$ cat config.mk
export PLATFORM = sky130hd
export DESIGN_NAME = fraction_add_reduce_flat
export DESIGN_NICKNAME = d
export VERILOG_FILES = /design/src/rtl/core/far_pkg.sv /design/src/rtl/core/far_in_if.sv /design/src/rtl/core/far_out_if.sv /design/src/rtl/core/fraction_add_reduce.sv /design/src/flat_wrapper.sv
export SDC_FILE = /design/constraint.sdc
export NUM_CORES = 2
export LEC_CHECK = 0
export BUFFER_PORTS_ARGS = -buffer_cell sky130_fd_sc_hd__buf_2
export CAP_MARGIN = 40
export CORE_UTILIZATION = 69
export DETAILED_ROUTE_END_ITERATION = 10
export PLACE_DENSITY = 0.92
export SYNTH_ARGS = -nofsm -noshare
export SYNTH_HDL_FRONTEND = slang
export SYNTH_SLANG_ARGS = --single-unit
$ cat constraint.sdc
create_clock -name i_clk -period 9.4 [get_ports i_clk]
set_clock_uncertainty 0.1 [all_clocks]
set_input_delay 0.94 -clock i_clk [delete_from_list [all_inputs] [get_ports i_clk]]
set_output_delay 0.94 -clock i_clk [all_outputs]
set_load 0.02 [all_outputs]
$ cat src/rtl/core/far_pkg.sv
// ----------------------------------------------------------------------------
// far_pkg
// Widths, types and output limits of the fraction adder.
// ----------------------------------------------------------------------------
package far_pkg;

    // Input numerator width; denominators are one bit narrower
    localparam int IN_WIDTH  = 16;
    localparam int DEN_W     = IN_WIDTH - 1;
    localparam int PROD_W    = 2 * IN_WIDTH - 1;
    localparam int SUM_W     = 2 * IN_WIDTH;
    localparam int OUT_NUM_W = 32;
    localparam int OUT_DEN_W = 30;
    localparam int CMP_W     = (SUM_W > OUT_NUM_W + 1) ? SUM_W : OUT_NUM_W + 1;
    localparam int CNT_W     = $clog2(SUM_W + 1);

    typedef logic [PROD_W-1:0] t_prod;
    typedef logic [SUM_W-1:0]  t_sum;
    typedef logic [CMP_W-1:0]  t_cmp;
    typedef logic [CNT_W-1:0]  t_cnt;

    // Saturation limits of the reduced result
    localparam t_cmp NUM_POS_MAX = t_cmp'((65'd1 << (OUT_NUM_W - 1)) - 65'd1);
    localparam t_cmp NUM_NEG_MAX = t_cmp'(65'd1 << (OUT_NUM_W - 1));
    localparam t_cmp DEN_MAX     = t_cmp'((65'd1 << OUT_DEN_W) - 65'd1);

endpackage

$ cat src/rtl/core/far_in_if.sv
// ----------------------------------------------------------------------------
// far_in_if
// Input channel of the fraction adder: two fractions per item.
// ----------------------------------------------------------------------------
interface far_in_if;
    logic                                valid;
    logic                                ready;
    logic signed [far_pkg::IN_WIDTH-1:0] a_num;
    logic        [far_pkg::DEN_W-1:0]    a_den;
    logic signed [far_pkg::IN_WIDTH-1:0] b_num;
    logic        [far_pkg::DEN_W-1:0]    b_den;

    modport source (output valid, a_num, a_den, b_num, b_den, input ready);
    modport sink   (input valid, a_num, a_den, b_num, b_den, output ready);
endinterface

$ cat src/rtl/core/far_out_if.sv
// ----------------------------------------------------------------------------
// far_out_if
// Output channel of the fraction adder: one reduced sum per item.
// ----------------------------------------------------------------------------
interface far_out_if;
    logic                                 valid;
    logic                                 ready;
    logic signed [far_pkg::OUT_NUM_W-1:0] sum_num;
    logic        [far_pkg::OUT_DEN_W-1:0] sum_den;

    modport source (output valid, sum_num, sum_den, input ready);
    modport sink   (input valid, sum_num, sum_den, output ready);
endinterface

$ cat src/rtl/core/fraction_add_reduce.sv
// ----------------------------------------------------------------------------
// fraction_add_reduce
// Adds two fractions and reduces the sum to lowest terms.
// ----------------------------------------------------------------------------
// Usage:
//   i_in carries a_num/a_den and b_num/b_den; an item is taken when valid and
//   ready are both high. o_out carries sum_num/sum_den with the sign on the
//   numerator and a denominator of at least 1; a zero sum gives 0/1.
//   A zero input denominator counts as 1.
// Timing:
//   One item at a time: shift-add multiply (one multiplier bit per cycle),
//   sign merge, binary gcd (a shift or subtract per cycle, then an exit
//   check), restoring division (a quotient bit per cycle) and a load of
//   the output register; a zero sum skips gcd and division. The next
//   item can be taken in the cycle after the load.
// Reset:
//   i_rst_n is synchronous, active low; it empties the output register and
//   returns the sequencer to idle, ready for an item.
// Stall:
//   The result sits in the output register until taken; a new item is
//   accepted meanwhile, and its result waits in the last step if the
//   register is still full.
// ----------------------------------------------------------------------------
module fraction_add_reduce (
    input  logic      i_clk,
    input  logic      i_rst_n,
    far_in_if.sink    i_in,
    far_out_if.source o_out
);

    typedef enum logic [2:0] {
        S_IDLE,
        S_MUL,
        S_SIGN,
        S_GCD,
        S_DIV,
        S_FIN
    } t_state;

    t_state              r_state;
    far_pkg::t_cnt       r_cnt;
    logic                r_a_neg;
    logic                r_b_neg;
    logic                r_neg;
    far_pkg::t_prod      r_ma;
    far_pkg::t_prod      r_mb;
    far_pkg::t_prod      r_mbd;
    logic [far_pkg::DEN_W-1:0] r_qa;
    logic [far_pkg::DEN_W-1:0] r_qb;
    far_pkg::t_prod      r_t1;
    far_pkg::t_prod      r_t2;
    far_pkg::t_prod      r_den;
    far_pkg::t_sum       r_x;
    far_pkg::t_sum       r_y;
    far_pkg::t_sum       r_nm;
    far_pkg::t_sum       r_nd;
    far_pkg::t_sum       r_rm;
    far_pkg::t_sum       r_rd;
    logic                r_o_valid;
    logic [far_pkg::OUT_NUM_W-1:0] r_o_num;
    logic [far_pkg::OUT_DEN_W-1:0] r_o_den;

    // Input split: magnitudes and denominators with zero read as one
    logic [far_pkg::IN_WIDTH-1:0] a_raw;
    logic [far_pkg::IN_WIDTH-1:0] b_raw;
    logic [far_pkg::IN_WIDTH-1:0] a_mag;
    logic [far_pkg::IN_WIDTH-1:0] b_mag;
    logic [far_pkg::DEN_W-1:0]    a_d;
    logic [far_pkg::DEN_W-1:0]    b_d;

    assign a_raw = i_in.a_num;
    assign b_raw = i_in.b_num;
    assign a_mag = a_raw[far_pkg::IN_WIDTH-1] ? (~a_raw + 1'b1) : a_raw;
    assign b_mag = b_raw[far_pkg::IN_WIDTH-1] ? (~b_raw + 1'b1) : b_raw;
    assign a_d   = (i_in.a_den == '0) ? far_pkg::DEN_W'(1) : i_in.a_den;
    assign b_d   = (i_in.b_den == '0) ? far_pkg::DEN_W'(1) : i_in.b_den;

    // Shift-add multiply step: one multiplier bit per cycle
    far_pkg::t_prod n_t1;
    far_pkg::t_prod n_t2;
    far_pkg::t_prod n_den;

    assign n_t1  = r_t1  + (r_qb[0] ? r_ma  : '0);
    assign n_t2  = r_t2  + (r_qa[0] ? r_mb  : '0);
    assign n_den = r_den + (r_qa[0] ? r_mbd : '0);

    // Sign merge of the two cross products
    far_pkg::t_sum t1e;
    far_pkg::t_sum t2e;
    far_pkg::t_sum s_add;
    far_pkg::t_sum s_diff;
    far_pkg::t_sum s_mag;
    logic          s_ge;
    logic          s_neg;

    assign t1e    = far_pkg::t_sum'(r_t1);
    assign t2e    = far_pkg::t_sum'(r_t2);
    assign s_add  = t1e + t2e;
    assign s_ge   = (t1e >= t2e);
    assign s_diff = s_ge ? (t1e - t2e) : (t2e - t1e);
    assign s_mag  = (r_a_neg == r_b_neg) ? s_add : s_diff;
    assign s_neg  = (r_a_neg == r_b_neg) ? r_a_neg : (s_ge ? r_a_neg : r_b_neg);

    // Binary gcd step
    far_pkg::t_sum g_xy;
    far_pkg::t_sum g_yx;
    logic          g_ge;

    assign g_ge = (r_x >= r_y);
    assign g_xy = r_x - r_y;
    assign g_yx = r_y - r_x;

    // Restoring division step, numerator and denominator side by side
    logic [far_pkg::SUM_W:0] d_trm;
    logic [far_pkg::SUM_W:0] d_trd;
    logic [far_pkg::SUM_W:0] d_div;
    logic [far_pkg::SUM_W:0] d_subm;
    logic [far_pkg::SUM_W:0] d_subd;
    logic                    d_fm;
    logic                    d_fd;

    assign d_trm  = {r_rm, r_nm[far_pkg::SUM_W-1]};
    assign d_trd  = {r_rd, r_nd[far_pkg::SUM_W-1]};
    assign d_div  = {1'b0, r_y};
    assign d_fm   = (d_trm >= d_div);
    assign d_fd   = (d_trd >= d_div);
    assign d_subm = d_trm - d_div;
    assign d_subd = d_trd - d_div;

    // Output saturation and sign
    far_pkg::t_cmp o_mag;
    far_pkg::t_cmp o_lim;
    far_pkg::t_cmp o_sat;
    far_pkg::t_cmp o_dext;
    far_pkg::t_cmp o_dsat;
    logic [far_pkg::OUT_NUM_W-1:0] o_num;
    logic                          o_load;

    assign o_mag  = far_pkg::t_cmp'(r_nm);
    assign o_lim  = r_neg ? far_pkg::NUM_NEG_MAX : far_pkg::NUM_POS_MAX;
    assign o_sat  = (o_mag > o_lim) ? o_lim : o_mag;
    assign o_num  = r_neg ? (~o_sat[far_pkg::OUT_NUM_W-1:0] + 1'b1)
                          : o_sat[far_pkg::OUT_NUM_W-1:0];
    assign o_dext = far_pkg::t_cmp'(r_nd);
    assign o_dsat = (o_dext > far_pkg::DEN_MAX) ? far_pkg::DEN_MAX : o_dext;
    assign o_load = (r_state == S_FIN) && (!r_o_valid || o_out.ready);

    // Sequencer and datapath registers
    always_ff @(posedge i_clk) begin
        if (!i_rst_n) begin
            r_state   <= S_IDLE;
            r_cnt     <= '0;
            r_o_valid <= 1'b0;
        end else begin
            if (o_load) begin
                r_o_valid <= 1'b1;
                r_o_num   <= o_num;
                r_o_den   <= o_dsat[far_pkg::OUT_DEN_W-1:0];
            end else if (o_out.ready) begin
                r_o_valid <= 1'b0;
            end

            case (r_state)
                S_IDLE: begin
                    if (i_in.valid) begin
                        r_a_neg <= a_raw[far_pkg::IN_WIDTH-1];
                        r_b_neg <= b_raw[far_pkg::IN_WIDTH-1];
                        r_ma    <= far_pkg::t_prod'(a_mag);
                        r_mb    <= far_pkg::t_prod'(b_mag);
                        r_mbd   <= far_pkg::t_prod'(b_d);
                        r_qa    <= a_d;
                        r_qb    <= b_d;
                        r_t1    <= '0;
                        r_t2    <= '0;
                        r_den   <= '0;
                        r_cnt   <= '0;
                        r_state <= S_MUL;
                    end
                end
                S_MUL: begin
                    r_t1  <= n_t1;
                    r_t2  <= n_t2;
                    r_den <= n_den;
                    r_ma  <= r_ma << 1;
                    r_mb  <= r_mb << 1;
                    r_mbd <= r_mbd << 1;
                    r_qa  <= r_qa >> 1;
                    r_qb  <= r_qb >> 1;
                    r_cnt <= r_cnt + 1'b1;
                    if (r_cnt == far_pkg::CNT_W'(far_pkg::DEN_W - 1)) begin
                        r_state <= S_SIGN;
                    end
                end
                S_SIGN: begin
                    if (s_mag == '0) begin
                        // zero sum reads as 0/1
                        r_nm    <= '0;
                        r_nd    <= far_pkg::SUM_W'(1);
                        r_neg   <= 1'b0;
                        r_state <= S_FIN;
                    end else begin
                        r_x     <= s_mag;
                        r_y     <= far_pkg::t_sum'(r_den);
                        r_nm    <= s_mag;
                        r_nd    <= far_pkg::t_sum'(r_den);
                        r_neg   <= s_neg;
                        r_state <= S_GCD;
                    end
                end
                S_GCD: begin
                    if (r_x == '0) begin
                        // odd gcd part left in r_y; common twos already shifted out
                        r_rm    <= '0;
                        r_rd    <= '0;
                        r_cnt   <= '0;
                        r_state <= S_DIV;
                    end else if (!r_x[0] && !r_y[0]) begin
                        r_x  <= r_x >> 1;
                        r_y  <= r_y >> 1;
                        r_nm <= r_nm >> 1;
                        r_nd <= r_nd >> 1;
                    end else if (!r_x[0]) begin
                        r_x <= r_x >> 1;
                    end else if (!r_y[0]) begin
                        r_y <= r_y >> 1;
                    end else if (g_ge) begin
                        r_x <= g_xy >> 1;
                    end else begin
                        r_y <= g_yx >> 1;
                    end
                end
                S_DIV: begin
                    r_rm  <= d_fm ? d_subm[far_pkg::SUM_W-1:0] : d_trm[far_pkg::SUM_W-1:0];
                    r_rd  <= d_fd ? d_subd[far_pkg::SUM_W-1:0] : d_trd[far_pkg::SUM_W-1:0];
                    r_nm  <= {r_nm[far_pkg::SUM_W-2:0], d_fm};
                    r_nd  <= {r_nd[far_pkg::SUM_W-2:0], d_fd};
                    r_cnt <= r_cnt + 1'b1;
                    if (r_cnt == far_pkg::CNT_W'(far_pkg::SUM_W - 1)) begin
                        r_state <= S_FIN;
                    end
                end
                S_FIN: begin
                    if (o_load) begin
                        r_state <= S_IDLE;
                    end
                end
                default: begin
                    r_state <= S_IDLE;
                end
            endcase
        end
    end

    // Channel outputs
    assign i_in.ready    = (r_state == S_IDLE);
    assign o_out.valid   = r_o_valid;
    assign o_out.sum_num = r_o_num;
    assign o_out.sum_den = r_o_den;

endmodule

$ cat src/flat_wrapper.sv
// flat-port wrapper written by rule: the top's interface ports become plain ports
module fraction_add_reduce_flat 
  (i_clk, i_rst_n, i_in_valid, i_in_a_num, i_in_a_den, i_in_b_num, i_in_b_den, i_in_ready, o_out_valid, o_out_sum_num, o_out_sum_den, o_out_ready);
  far_in_if i_in_i ();
  far_out_if o_out_i ();
  input  logic i_clk;
  input  logic i_rst_n;
  input wire logic [$bits(i_in_i.valid)-1:0] i_in_valid;
  input wire logic [$bits(i_in_i.a_num)-1:0] i_in_a_num;
  input wire logic [$bits(i_in_i.a_den)-1:0] i_in_a_den;
  input wire logic [$bits(i_in_i.b_num)-1:0] i_in_b_num;
  input wire logic [$bits(i_in_i.b_den)-1:0] i_in_b_den;
  output wire logic [$bits(i_in_i.ready)-1:0] i_in_ready;
  output wire logic [$bits(o_out_i.valid)-1:0] o_out_valid;
  output wire logic [$bits(o_out_i.sum_num)-1:0] o_out_sum_num;
  output wire logic [$bits(o_out_i.sum_den)-1:0] o_out_sum_den;
  input wire logic [$bits(o_out_i.ready)-1:0] o_out_ready;
  assign i_in_i.valid = i_in_valid;
  assign i_in_i.a_num = i_in_a_num;
  assign i_in_i.a_den = i_in_a_den;
  assign i_in_i.b_num = i_in_b_num;
  assign i_in_i.b_den = i_in_b_den;
  assign i_in_ready = i_in_i.ready;
  assign o_out_valid = o_out_i.valid;
  assign o_out_sum_num = o_out_i.sum_num;
  assign o_out_sum_den = o_out_i.sum_den;
  assign o_out_i.ready = o_out_ready;
  fraction_add_reduce u_core (.i_clk(i_clk), .i_rst_n(i_rst_n), .i_in(i_in_i), .o_out(o_out_i));
endmodule
==> results.md <==
* Cell Area, Placed at 0.04008 mm2
* CTS tree: built
* Post-DR vias/cell at 6.872
* Initial antenna violation count at 4
* Fraction of layout cells with a size suffix above 1 at 0.06976
* Worst Max-Slew Pin Slew at 1044 ps
* Pwr Total at 13.12 mW
* Status: completed
* Seq cells post-synth at 482
* Die Area at 0.05731 mm2
* Final Cell Area at 0.04180 mm2
* Clock Pin Slew Worst Setup and Hold Paths at 60 ps
* Hold Path Depth at 2
* R2R cell count at 17
* Net count, final at 4794
* CTS Buffer Depth at 3
* Placer Congestion at 1.083
* Setup crit start kind: flop
* Syn Inst Count at 4360
* Maximum number of pins on one net before global-route repair at 82
* Post-placement cell count at 5066
* Seq/Total Area, Yosys at 0.3697
* FILL cells at 3761
* Post-CTS Setup Repair Bufs at 0
* Row count at 86
* IO Port Bufs at 129
* Met3 Use GR at 0.07871
* ANT nets after route at 0
* RSZ-0062 raised after global routing: no
* CP Class: flop to flop
* Worst-path fanout max at 35
* Asr flop ratio synth at 0
* Gr busiest metal: met2
* CP Capture Type: flop
* Remaining design rule violation count at 0
* Via Count at 35490
* Number of DRC markers in iteration 0 at 4968
* Net Count, Synth at 4782
* Dominant synthesized flop cell: edfxtp_1
* Die Ht at 239.4 um
* GRT Total Usage at 0.4197
* Root buf cell: clkbuf_16
* Grt met2 use at 0.6614
* Die extent in x at 239.4 um
* Top Ports at 130
* First-pass GRT wire length at 186900 um
* Critical path required time at 9610 ps
* Slew Limit Fails at 0
* Hold Vio Cnt, Final at 0
* Core Area at 0.05542 mm2
* R2R setup slack at 3310 ps
* Maxcap violations at 0
* Layout Cells excl Fill at 5164
* Resized cells post-CTS at 0
* PwrDens at 313.8 mW/mm2
* DP HPWL at 88340 um
* Vias in the first global route at 33330
* P_leak at 17.33 nW
* Aggregate global routing overflow at 0
* Mapped cell area at 0.03888 mm2
* Min Tclk post-route at 6091 ps
* EDFF count, synth at 472
* Initial core utilization at 0.7017
* Synthesized area per cell at 8.919 um2
* Clock Sinks at 482
* Hold Buf Count CTS at 0
* Met1 usage at 0.5436
* Max Freq at 164.2 MHz
* H-Tree Depth at 2
* Area Overhead vs Synth at 7.500%
* Insertion delay to the later sink of the worst-skew pair at 650 ps
* Cts bufs inserted at 52
* Peak VDD IR at 255.4 uV
* Yosys cell types at 85
* Drt wl/cell at 23.68 um
* Setup TNS at 0 ps
* Drt pass-1 iters at 7
* Slew margin rel. at 0.2975
* Routed Wire Length at 122300 um
* Final setup violation count at 0
* Fin crit share at 0.6480
* Data arrival, critical path at 6300 ps
* Ys Warns at 0
* HP Class: flop to flop
area by class of cell:
class	instances	area (um2)	area share
multi-input combinational	3389	22700	0.5429
sequential	482	14370	0.3439
clock buffer	62	1339	0.03203
timing repair buffer	173	1051	0.02514
inverter	274	1028	0.02460
tap	748	935.9	0.02239
clock inverter	35	375.4	0.008980
antenna	1	2.502	0.00005986
metrics by stage:
stage          hold WS, ps    util  worst slack [ps]
2_1_floorplan        371.7       -              3051
3_3_place_gp         390.3  0.7210              3737
3_5_place_dp         398.3  0.7233              3555
4_1_cts              407.9  0.7543              3564
5_1_grt              428.7  0.7543              2851
6_report             411.5  0.7543              3309
cell usage after synthesis (49+ instances only):
cell type	number	area [um2]
nand2_1	375	1408
nand3_1	91	455.4
xor2_1	105	919.6
a21oi_1	334	1672
xnor2_1	126	1104
clkbuf_1	182	683.2
a21o_1	142	1066
nor3_1	84	420.4
and2_1	156	975.9
edfxtp_1	472	14170
o21ai_0	266	1331
nor2b_1	49	306.5
o31ai_1	53	397.9
mux2i_1	58	580.6
ha_1	346	4329
a211oi_1	79	593.1
a22oi_1	64	480.5
inv_1	274	1028
or3_1	73	456.7
a31oi_1	50	312.8
nor2_1	401	1505
worst paths after layout:
check                                  endpoint            start
worst max-delay path             u_core.r_y[28]   u_core.r_t2[2]
worst min register to register  u_core.r_qa[11]  u_core.r_qa[12]
worst max register to register   u_core.r_y[28]   u_core.r_t2[2]
worst min-delay path            u_core.r_qa[11]  u_core.r_qa[12]
routing by layer:
metal,share of wire,wire (um),up-vias
met5,0.00022,27,-
met4,0.063,7720,4
met3,0.11,13520,445
met2,0.45,54760,2338
met1,0.38,46250,16720
li1,-,-,15980
worst max-delay path: stages, from the launching register on:
cell      delay [ps]
edfxtp_1         440
inv_1             70
ha_1             420
nor2b_1          220
o31a_1           300
o21ai_0          740
a211o_1          380
nand3_1          150
buf_4            310
a221oi_1         390
a211oi_1         100
xnor2_1          530
and4_1           290
nand4_1          220
nor3_4           200
buf_4            460
a21oi_2          120
buf_4            280
sequential cells by signal, summed over array words and instances, names as in the netlist:
register and cells:
u_core.r_neg 1, u_core.r_y 31, u_core.r_rd 32, u_core.r_qa 15, u_core.r_state 3, u_core.r_nd 32, u_core.r_qb 15, u_core.r_mb 31
u_core.r_b_neg 1, u_core.r_x 32, u_core.r_t2 31, u_core.r_rm 32, u_core.r_ma 31, u_core.r_t1 31, u_core.o_out.valid 1, u_core.r_a_neg 1
u_core.o_out.sum_den 30, u_core.r_cnt 6, u_core.r_den 31, u_core.r_mbd 31, u_core.o_out.sum_num 32, u_core.r_nm 32
power by group:
| part | switching (mW) | internal, mW |
|---|---|---|
| combinational | 4.79 | 2.54 |
| clock | 0.928 | 1.17 |
| sequential | 0.476 | 3.21 |
cell families (layout without fill, tap and decap cells):
group,count (synthesis),after routing,share of synthesized area
AO/OA/AOI/OAI,1291,1291,0.2163
XOR/XNOR,231,231,0.05203
adder cells (fa/ha/maj),356,356,0.1165
buffers and inverters,489,544,0.04904
flip-flops,482,482,0.3697
multiplexers,58,58,0.01493
other,0,1,0
AND/OR/NAND/NOR,1453,1453,0.1815
placed cells by master, fill, tap and decap left out, types with 37 or more instances in the layout:
| master | n |
|---|---|
| edfxtp_1 | 472 |
| nor2_1 | 401 |
| nand2_1 | 372 |
| ha_1 | 346 |
| a21oi_1 | 333 |
| inv_1 | 274 |
| o21ai_0 | 266 |
| and2_1 | 154 |
| a21o_1 | 141 |
| buf_2 | 131 |
| xnor2_1 | 125 |
| xor2_1 | 104 |
| nand3_1 | 91 |
| nor3_1 | 82 |
| a211oi_1 | 78 |
| or3_1 | 72 |
| a22oi_1 | 64 |
| mux2i_1 | 58 |
| o31ai_1 | 53 |
| clkbuf_16 | 52 |
| a31oi_1 | 50 |
| nor2b_1 | 48 |
| nand2b_1 | 46 |
| o21bai_1 | 46 |
| nand4_1 | 43 |
| nor4_1 | 37 |
| buf_4 | 37 |
(Power assumes the default switching activity.)
